`src/rtl/mbavg_pkg.sv`:
```
// Shared types and constants for the multichannel boxcar average unit.
`default_nettype none

package mbavg_pkg;

  localparam int SAMPLE_W  = 8;
  localparam int AVG_W     = 8;
  localparam int BIN_IDX_W = 5;

  localparam logic CMD_SAMPLE = 1'b0;
  localparam logic CMD_CLEAR  = 1'b1;

  typedef struct packed {
    logic take;
    logic clr;
  } mbavg_req_t;

  typedef struct packed {
    logic slot_ok;
    logic last;
  } mbavg_pos_t;

endpackage

`default_nettype wire

```
`src/rtl/mbavg_seq.sv`:
```
// Bin and frame slot counters with per-slot history valid bits.
`default_nettype none

module mbavg_seq #(
  parameter int BINS   = 24,
  parameter int FRAMES = 16,
  parameter int BIN_W  = 5,
  parameter int SLOT_W = 4
) (
  input  wire logic                clk,
  input  wire logic                rst_n,
  input  wire mbavg_pkg::mbavg_req_t req,
  output      logic [BIN_W-1:0]    bin,
  output      logic [SLOT_W-1:0]   slot,
  output      mbavg_pkg::mbavg_pos_t pos
);
  import mbavg_pkg::*;

  logic [BIN_W-1:0]  bin_r, bin_nxt;
  logic [SLOT_W-1:0] slot_r, slot_nxt;
  logic [FRAMES-1:0] slot_valid_r, slot_valid_nxt;
  logic              last;

  assign last = (bin_r == BIN_W'(BINS - 1));

  always_comb begin
    bin_nxt        = bin_r;
    slot_nxt       = slot_r;
    slot_valid_nxt = slot_valid_r;
    if (req.clr) begin
      bin_nxt        = '0;
      slot_nxt       = '0;
      slot_valid_nxt = '0;
    end else if (req.take) begin
      if (last) begin
        bin_nxt                = '0;
        slot_valid_nxt[slot_r] = 1'b1;
        slot_nxt = (slot_r == SLOT_W'(FRAMES - 1)) ? '0 : slot_r + SLOT_W'(1);
      end else begin
        bin_nxt = bin_r + BIN_W'(1);
      end
    end
  end

  always_ff @(posedge clk) begin
    if (!rst_n) begin
      bin_r        <= '0;
      slot_r       <= '0;
      slot_valid_r <= '0;
    end else begin
      bin_r        <= bin_nxt;
      slot_r       <= slot_nxt;
      slot_valid_r <= slot_valid_nxt;
    end
  end

  assign bin         = bin_r;
  assign slot        = slot_r;
  assign pos.slot_ok = slot_valid_r[slot_r];
  assign pos.last    = last;

endmodule

`default_nettype wire

```
`config.mk`:
```
export PLATFORM = sky130hd
export DESIGN_NAME = mbavg_seq
export DESIGN_NICKNAME = d
export VERILOG_FILES = /design/src/rtl/mbavg_pkg.sv /design/src/rtl/mbavg_seq.sv
export SDC_FILE = /design/constraint.sdc
export NUM_CORES = 1
export LEC_CHECK = 0
export ABC_CLOCK_PERIOD_IN_PS = 3450
export BUFFER_PORTS_ARGS = -buffer_cell sky130_fd_sc_hd__buf_4
export CELL_PAD_IN_SITES_DETAIL_PLACEMENT = 0
export CELL_PAD_IN_SITES_GLOBAL_PLACEMENT = 2
export CORE_ASPECT_RATIO = 0.7
export CORE_MARGIN = 2
export CORE_UTILIZATION = 38
export DETAILED_ROUTE_END_ITERATION = 8
export GPL_TIMING_DRIVEN = 0
export PLACE_DENSITY_LB_ADDON = 0.1
export SLEW_MARGIN = 20
export SYNTH_ARGS = -nofsm -noshare
export SYNTH_HDL_FRONTEND = slang
export SYNTH_SLANG_ARGS = --single-unit
```
`constraint.sdc`:
```
create_clock -name clk -period 3.45 [get_ports clk]
set_input_delay 0.69 -clock clk [delete_from_list [all_inputs] [get_ports clk]]
set_output_delay 0.69 -clock clk [all_outputs]
set_load 0.03 [all_outputs]
```
==> results.json, run 1 <==
{
  "clk_latency_ns": 0.27,
  "grtUsageMet2": 0.255,
  "power.leakage_nw": 0.539,
  "cts_hold_buf": 0,
  "grtUsageMet3": 0.0493,
  "wl_um": 2890,
  "core_um2": 3110,
  "viasPerCell": 5.75,
  "slew_headroom": 0.698,
  "vdd.ir_drop.worst_uv": 196,
  "clock_path_buffers": 2,
  "finalWeightedCongestion": 0.752,
  "syn_nets": 133,
  "rsz0062_at_grt": "no",
  "maxCapViolCount": 0,
  "fin_ws_ns": 0.847,
  "timing.rr.end": "slot[2]",
  "cts-root-buf": "clkbuf_8",
  "totalPowerFinal_w": 0.000483,
  "avgSynthCellArea_um2": 9.94,
  "worstSetupPathType": "reg2out",
  "post-cts-setup-buffers": 0,
  "drive_above_1_share": 0.191,
  "pre_cts_ws_ns": 1.14,
  "grt.total_usage": 0.181,
  "drt_iter0_markers": 82,
  "min_period_over_period": 0.755,
  "synth-seq-cells": 25,
  "yosysTopAreaCell": "dfxtp_1",
  "fin_util": 0.458,
  "vias": 1029,
  "synth_top_cells_by_area": "dfxtp_1 41%, a41oi_1 11%, mux4_1 8.6%",
  "diodes": 0,
  "synth_area_um2": 1220,
  "synth_top_cell_area_share": 0.409,
  "syn2layout_area_growth_pct": 16.3,
  "final_nets": 152,
  "max_freq_mhz": 384,
  "finalCriticalPeriod_ns": 2.60,
  "placement.io_buffers": 14,
  "ys_seq_area_frac": 0.409,
  "start_kind": "register",
  "dr.pass1.iters": 4,
  "htree_levels": 1,
  "cts_num_sinks": 25,
  "r2r_cells": 4,
  "start_util": 0.394,
  "tightest_slew_ns": 0.453,
  "ios": 15,
  "cts_buffers": 3,
  "hp-start": "slot_valid_r[0]",
  "finalHoldViolCount": 0,
  "antenna_found_initial": 0,
  "cp_max_fo": 8,
  "grt_pass1_vias": 996,
  "crit_path_end_kind": "primary output",
  "rows": 17,
  "die_w_um": 71.8,
  "crit-reg2reg-launch": "slot[1]",
  "path_clk_slew_ns": 0.09,
  "cts.repair.resized": 0,
  "syn_inst": 123,
  "grt-ovfl-total": 0,
  "power_density_nw_per_um2": 340,
  "setup_viol": 0,
  "outcome": "complete, no violations",
  "fin_setup_tns_ns": 0,
  "final.setup_skew_ns": 0.00251,
  "crit_arrival_ns": 1.91,
  "whs_endpoint": "slot_valid_r[0]",
  "min_path_type": "reg2reg",
  "cp_data_required_time_ns": 2.76,
  "antenna_left": 0,
  "netlist-cell-type-count": 34,
  "dp_hpwl_um": 2040,
  "dieArea_um2": 3690,
  "report.final.slew_viol_count": 0,
  "busiest_layer": "met1",
  "grt_pass1_wl_um": 5050,
  "drc": 0,
  "routedWlPerCell_um": 16.2,
  "chipHeight_um": 51.5,
  "r2r_slack_ns": 1.71,
  "yosys_warnings": 0,
  "met1_usage": 0.277,
  "grt_max_degree": 15,
  "cts_tree": "done",
  "holdPathStages": 2
}
## power breakdown
group	switching (W)	internal, W	total [W]	leakage, nW
registers	0.000000858	0.000289	0.000290	0.201
clock network	0.0000973	0.0000809	0.000178	0.0255
logic	0.00000907	0.00000605	0.0000151	0.312
total	0.000107	0.000376	0.000483	0.539
## through the flow
step                hold WS (ns)  cells  cell area [um^2]
global placement           0.450    175              1380
detailed placement         0.454    175              1380
global route               0.514    179              1420
finish                     0.475    179              1420
CTS                        0.477    179              1420
floorplan                  0.432    123              1220
## sequential cells by signal, summed over array words and instances, names as in the netlist
register and flops:
slot_valid_r 16, bin 5, slot 4
## placed cells by master (no fill, tap or decap)
cell type	n
o31ai_1	1
mux2i_1	1
and2_0	1
mux4_1	4
clkbuf_1	4
clkbuf_8	3
nor2b_1	3
and2_1	3
nand3b_1	1
xor2_1	1
or3b_2	1
xnor2_1	1
nand4_1	1
o21ai_0	2
nand3_1	3
buf_4	17
o2111ai_1	1
ha_1	6
and3b_1	1
nor3b_1	1
nand2_1	3
nand2b_1	2
a21oi_1	5
inv_1	3
dfxtp_1	25
a41oi_1	16
a211oi_1	1
and3_2	1
o21ba_2	1
a31oi_1	2
a22oi_1	2
buf_6	1
buf_2	2
or4_1	1
clkinv_2	1
nor2_1	19
## worst max path at each step
stage / to / from / cells past startpoint / slack, ns
floorplan: pos[1] / slot[0] / 4 / 1.11
global placement: pos[1] / slot[0] / 5 / 1.19
detailed placement: pos[1] / slot[0] / 5 / 1.14
CTS: pos[1] / slot[0] / 5 / 0.84
global route: pos[1] / slot[0] / 5 / 0.78
finish: pos[1] / slot[0] / 5 / 0.85
## synthesized netlist by cell type
cell / count
a21oi_1: 5
nand3_1: 3
a31oi_1: 2
o31ai_1: 1
inv_1: 3
nand3b_1: 1
xnor2_1: 1
nand4_1: 1
o21ai_0: 2
a22oi_1: 2
a211oi_1: 1
dfxtp_1: 25
and3_2: 1
clkbuf_1: 4
mux2i_1: 1
or4_1: 1
and2_1: 3
and2_0: 1
buf_6: 1
or3b_2: 1
buf_2: 2
ha_1: 6
o21ba_2: 1
nor3b_1: 1
nor2b_1: 3
and3b_1: 1
nand2_1: 3
o2111ai_1: 1
nand2b_1: 2
a41oi_1: 16
buf_4: 3
nor2_1: 19
xor2_1: 1
mux4_1: 4
## kinds of logic after synthesis
family                     count (synthesis)  share of synthesized area
and+or+nand+nor                           41                      0.170
AOI/OAI and AO/OA                         31                      0.193
DFF                                       25                      0.409
buffers and inverters                     13                     0.0573
adders and majority gates                  6                     0.0614
muxes                                      5                     0.0942
xor gates and xnor gates                   2                     0.0143
## critical path: stages, from the launching register on
cell and delay (ns):
dfxtp_1 0.43, buf_6 0.18, mux4_1 0.57, a22oi_1 0.21, nand2_1 0.08, buf_4 0.17
## routing by layer
metal | part of all wire | wire length [um]
met1 | 0.54 | 1570
met2 | 0.40 | 1150
met3 | 0.057 | 166
met4 | 0.0024 | 7
met5 | 0 | 0
## final cells by class
type / instances / area (um^2)
fillers: 307 / 1680
multi-input cells: 85 / 652
flip-flops and latches: 25 / 500
repair buffers: 14 / 105
plain buffers: 10 / 58.8
well taps: 38 / 47.5
clock buffers: 3 / 41.3
inverters: 3 / 11.3
clock inverters: 1 / 5.00
Power figures use the tool's default switching activity.
==> inputs of run 2 (changes only) <==
--- a/config.mk
+++ b/config.mk
@@ -5,13 +5,13 @@
 export SDC_FILE = /design/constraint.sdc
 export NUM_CORES = 1
 export LEC_CHECK = 0
-export ABC_CLOCK_PERIOD_IN_PS = 3450
+export ABC_CLOCK_PERIOD_IN_PS = 2200
 export BUFFER_PORTS_ARGS = -buffer_cell sky130_fd_sc_hd__buf_4
 export CELL_PAD_IN_SITES_DETAIL_PLACEMENT = 0
 export CELL_PAD_IN_SITES_GLOBAL_PLACEMENT = 2
 export CORE_ASPECT_RATIO = 0.7
 export CORE_MARGIN = 2
-export CORE_UTILIZATION = 38
+export CORE_UTILIZATION = 32
 export DETAILED_ROUTE_END_ITERATION = 8
 export GPL_TIMING_DRIVEN = 0
 export PLACE_DENSITY_LB_ADDON = 0.1
==> constraint.sdc (replaced) <==
create_clock -name clk -period 2.2 [get_ports clk]
set_input_delay 0.44 -clock clk [delete_from_list [all_inputs] [get_ports clk]]
set_output_delay 0.44 -clock clk [all_outputs]
set_load 0.03 [all_outputs]
==> run 2 against run 1 <==
Core utilization decreased by 6.3 points. Die area increased by 17%. Register-to-register slack got worse by 1.3 ns. Setup slack got worse by 0.79 ns. Critical path type unchanged.
==> results.json, run 2 (synthesis gave the netlist of run 1 again) <==
{
  "routedWlPerCell_um": 16.1,
  "grt_max_degree": 15,
  "crit-reg2reg-launch": "slot[1]",
  "dieArea_um2": 4340,
  "maxCapViolCount": 0,
  "drc": 0,
  "vdd.ir_drop.worst_uv": 388,
  "cp_top_family": "flip-flops",
  "cts-root-buf": "clkbuf_8",
  "seqCellArea_um2": 504,
  "antenna_left": 0,
  "clk_latency_ns": 0.27,
  "finalWeightedCongestion": 0.761,
  "fin_util": 0.395,
  "regMostFlops": "slot_valid_r",
  "report.final.slew_viol_count": 0,
  "layout_commonest_cell": "dfxtp_1",
  "crit_path_end_kind": "primary output",
  "dr.pass1.iters": 4,
  "grt_pass1_vias": 962,
  "largest_register_ffs": 16,
  "htree_levels": 1,
  "min_path_type": "in2reg",
  "whs_endpoint": "bin[1]",
  "p_sw_w": 0.000158,
  "grt-ovfl-total": 0,
  "finalHoldViolCount": 0,
  "syn2layout_area_growth_pct": 15.8,
  "worstSetupPathType": "reg2out",
  "placement.io_buffers": 14,
  "timing.rr.end": "slot[2]",
  "p_sw_frac": 0.212,
  "multi_input_area_um2": 642,
  "final_cell_mix": "24 x dfxtp_1, 19 x nor2_1, 17 x buf_4",
  "drive_above_1_share": 0.230,
  "fillers": 354,
  "die_w_um": 77.9,
  "post-cts-setup-buffers": 0,
  "hp-start": "req[1]",
  "drt_iter0_markers": 48,
  "critPathSlowestCell": "dfxtp_1",
  "r2r_cells": 4,
  "min_period_over_period": 0.975,
  "crit_arrival_ns": 1.71,
  "fin_setup_tns_ns": 0,
  "wl_um": 3040,
  "core_um2": 3580,
  "r2r_slack_ns": 0.44,
  "cp_data_required_time_ns": 1.76,
  "cp_max_fo": 11,
  "vias": 1023,
  "ios": 15,
  "chipHeight_um": 55.7,
  "cpPeakStageDelay_ns": 0.62,
  "setup_viol": 0,
  "clock_path_buffers": 2,
  "crit_buf_inv": 1,
  "outcome": "complete, no violations",
  "rsz0062_at_grt": "no",
  "final.setup_skew_ns": 0.00289,
  "internal-power_w": 0.000588,
  "cts_num_sinks": 25,
  "cts_buffers": 3,
  "antenna_found_initial": 0,
  "power_density_nw_per_um2": 527,
  "holdPathStages": 3,
  "power.leakage_nw": 0.508,
  "cts_tree": "done",
  "grt_pass1_wl_um": 5040,
  "tightest_slew_ns": 0.472,
  "p_clk_frac": 0.360,
  "comb_power_share": 0.032,
  "dp_hpwl_um": 2140,
  "power.share.sequential": 0.607,
  "start_kind": "register",
  "path_clk_slew_ns": 0.09,
  "totalPowerFinal_w": 0.000746,
  "rows": 18,
  "cts_hold_buf": 0,
  "grt.total_usage": 0.150,
  "slew_headroom": 0.685,
  "viasPerCell": 5.41,
  "finalCriticalPeriod_ns": 2.15,
  "final_nets": 150,
  "diodes": 0,
  "cp_cell_sequence": "mux4_2 -> a22oi_2 -> nand2_1 -> buf_4",
  "max_freq_mhz": 466,
  "start_util": 0.341
}
[run 2: worst max-delay path by stage]
stage | from | to | slack [ns] | depth (start not counted)
3_3_place_gp | slot[0] | pos[1] | 0.18 | 5
4_1_cts | slot[0] | pos[1] | 0.02 | 5
6_report | slot[1] | pos[1] | 0.05 | 4
3_5_place_dp | slot[0] | pos[1] | 0.18 | 5
5_1_grt | slot[1] | pos[1] | 0.001 | 4
2_1_floorplan | slot[0] | pos[1] | 0.11 | 4
[run 2: area by class of cell]
type | count | area share
tap | 50 | 0.0442
timing repair buffer | 14 | 0.0743
sequential | 25 | 0.356
multi-input combinational | 85 | 0.454
inverter | 3 | 0.00796
buffer | 8 | 0.0309
clock buffer | 3 | 0.0292
clock inverter | 1 | 0.00354
[run 2: power by group through the flow]
stage          registers (W)  logic (W)  clock network (W)
6_report            0.000453  0.0000242           0.000269
5_1_grt             0.000454  0.0000269           0.000302
4_1_cts             0.000453  0.0000243           0.000280
3_5_place_dp        0.000465  0.0000242                  0
3_3_place_gp        0.000465  0.0000238                  0
2_1_floorplan       0.000467  0.0000110                  0
[run 2: through the flow]
step	setup WS, ns	hold slack (ns)	instance area (um^2)	cells
3_3_place_gp	0.178	0.448	1390	187
3_5_place_dp	0.180	0.453	1390	187
2_1_floorplan	0.106	0.432	1220	123
6_report	0.0544	0.478	1420	189
5_1_grt	0.00103	0.515	1420	189
4_1_cts	0.0173	0.474	1430	190
[run 2: per-layer routing]
| metal | vias to the layer above | track usage | share of wire |
|---|---|---|---|
| li1 | 498 | - | - |
| met1 | 498 | 0.232 | 0.54 |
| met2 | 25 | 0.202 | 0.41 |
| met3 | 2 | 0.0422 | 0.048 |
| met4 | 0 | 0.0306 | 0.0043 |
| met5 | - | 0 | 0 |
[run 2: tightest hold or removal path, stage by stage]
cell     delay, ns
buf_4         0.13
mux2i_1       0.07
nor2_1        0.07
[run 2: timing repair]
action                                  4_1_cts  5_1_grt
gates cloned                                  0        0
gates resized for setup                       7        0
endpoints found under the setup margin        2        1
==> inputs of run 3 (changes only) <==
--- a/config.mk
+++ b/config.mk
@@ -7,7 +7,7 @@
 export LEC_CHECK = 0
 export ABC_CLOCK_PERIOD_IN_PS = 2200
 export BUFFER_PORTS_ARGS = -buffer_cell sky130_fd_sc_hd__buf_4
-export CELL_PAD_IN_SITES_DETAIL_PLACEMENT = 0
+export CELL_PAD_IN_SITES_DETAIL_PLACEMENT = 1
 export CELL_PAD_IN_SITES_GLOBAL_PLACEMENT = 2
 export CORE_ASPECT_RATIO = 0.7
 export CORE_MARGIN = 2
==> run 3 against run 2 <==
Flip-flop and latch count unchanged. Largest power group unchanged. Die area stayed put. Critical path depth unchanged. Combinational power about the same.
==> results.json, run 3 (synthesis gave the netlist of run 1 again) <==
{
  "cts-root-buf": "clkbuf_8",
  "cts_buffers": 3,
  "layout_commonest_cell": "dfxtp_1",
  "setup_viol": 0,
  "crit-reg2reg-launch": "slot[1]",
  "worstSetupPathType": "reg2out",
  "r2r_slack_ns": 0.59,
  "dieArea_um2": 4340,
  "outcome": "complete, no violations",
  "start_util": 0.341,
  "ios": 15,
  "min_path_type": "in2reg",
  "max_freq_mhz": 481,
  "min_period_over_period": 0.946,
  "power.leakage_nw": 0.511,
  "vias": 1015,
  "wl_um": 3170,
  "clock_path_buffers": 2,
  "drt_iter0_markers": 44,
  "r2r_cells": 4,
  "layoutNonFillerInstCount": 190,
  "clk_latency_ns": 0.27,
  "crit_path_end_kind": "primary output",
  "tightest_slew_ns": 0.445,
  "fin_setup_tns_ns": 0,
  "antenna_found_initial": 0,
  "grt-ovfl-total": 0,
  "chipHeight_um": 55.7,
  "diodes": 0,
  "path_clk_slew_ns": 0.09,
  "post_dp_cell_area_um2": 1390,
  "cp_max_fo": 7,
  "cpPeakStageDelay_ns": 0.52,
  "critPathSlowestCell": "mux4_2",
  "dp_hpwl_um": 2270,
  "viasPerCell": 5.34,
  "antenna_left": 0,
  "holdPathStages": 3,
  "dr.pass1.iters": 4,
  "finalHoldViolCount": 0,
  "final.setup_skew_ns": 0.0107,
  "whs_ns": 0.480,
  "fin_util": 0.397,
  "placement.io_buffers": 14,
  "placed_cells": 187,
  "cts_tree": "done",
  "stdcell_area_um2": 1420,
  "timing.rr.end": "slot[2]",
  "rsz0062_at_grt": "no",
  "report.final.slew_viol_count": 0,
  "vdd.ir_drop.worst_uv": 255,
  "largest_register_ffs": 16,
  "cp_cell_sequence": "mux4_2 -> a22oi_1 -> nand2_1 -> buf_4",
  "finalCriticalPeriod_ns": 2.08,
  "grt.total_usage": 0.158,
  "grt_pass1_vias": 1011,
  "power_density_nw_per_um2": 527,
  "grt_pass1_wl_um": 5350,
  "cp_data_required_time_ns": 1.76,
  "die_w_um": 77.9,
  "drive_above_1_share": 0.236,
  "regMostFlops": "slot_valid_r",
  "whs_endpoint": "bin[1]",
  "fillers": 418,
  "core_um2": 3580,
  "syn2layout_area_growth_pct": 16.2,
  "cts_num_sinks": 25,
  "maxCapViolCount": 0,
  "rows": 18,
  "cts_hold_buf": 0,
  "finalWeightedCongestion": 0.761,
  "final_cell_mix": "23 x dfxtp_1, 19 x nor2_1, 17 x buf_4",
  "routedWlPerCell_um": 16.7,
  "start_kind": "register",
  "grt_max_degree": 14,
  "final_nets": 151,
  "htree_levels": 1,
  "hp-start": "req[1]",
  "slew_headroom": 0.703,
  "drc": 0,
  "crit_arrival_ns": 1.64
}
==> run 3: cell count changes in the layout (fill, tap and decap cells not counted) <==
cell / before / now
buf_2: 2 / 3
clkbuf_1: 3 / 4
clkinv_2: 1 / 0
dfxtp_1: 24 / 23
dfxtp_2: 0 / 1
==> run 3: routing by layer <==
| layer | up-vias | wire length [um] | track usage |
|---|---|---|---|
| met4 | 0 | 23 | 0.0255 |
| met1 | 495 | 1690 | 0.238 |
| met5 | - | 0 | 0 |
| met3 | 4 | 110 | 0.0406 |
| li1 | 496 | - | - |
| met2 | 20 | 1340 | 0.230 |
==> run 3: worst max-delay path by stage <==
| stage | end | start | slack (ns) |
|---|---|---|---|
| after floorplan | pos[1] | slot[0] | 0.11 |
| after global placement | pos[1] | slot[0] | 0.18 |
| after detailed placement | pos[1] | slot[0] | 0.19 |
| after CTS | pos[1] | slot[0] | 0.007 |
| after global routing | pos[0] | bin[2] | 0.03 |
| final | pos[1] | slot[0] | 0.12 |
==> run 3: cell type report <==
cell class	instances	area, um^2	area share
Multi-Input combinational cell	85	642	0.452
Sequential cell	25	505	0.356
Timing Repair Buffer	15	110	0.0775
Tap cell	50	62.6	0.0441
Clock buffer	4	45.0	0.0317
Buffer	8	43.8	0.0308
Inverter	3	11.3	0.00793
==> run 3: per-stage QoR <==
step	setup WS, ns	power [W]
3_5_place_dp	0.189	0.000489
5_1_grt	0.0273	0.000787
3_3_place_gp	0.178	0.000489
4_1_cts	0.00702	0.000762
2_1_floorplan	0.106	0.000478
6_report	0.119	0.000749
==> run 3: what timing repair did <==
item                                    CTS  global route
endpoints found under the setup margin    1             2
resized for setup                         7             1
buffers inserted                          0             1
==> run 3: where the power goes <==
group / internal (W) / leakage [nW] / total (W) / switching (W)
Combinational: 0.00000955 / 0.285 / 0.0000239 / 0.0000143
Sequential: 0.000452 / 0.203 / 0.000453 / 0.00000138
Clock: 0.000129 / 0.0228 / 0.000272 / 0.000142
==> run 3: worst max-delay path, delay by kind of cell, from the launching register on <==
family	cells	cell delay (ns)
AO/OA/AOI/OAI	1	0.18
buffers and inverters	1	0.17
flip-flops	1	0.43
multiplexers	1	0.52
AND/OR/NAND/NOR	1	0.08
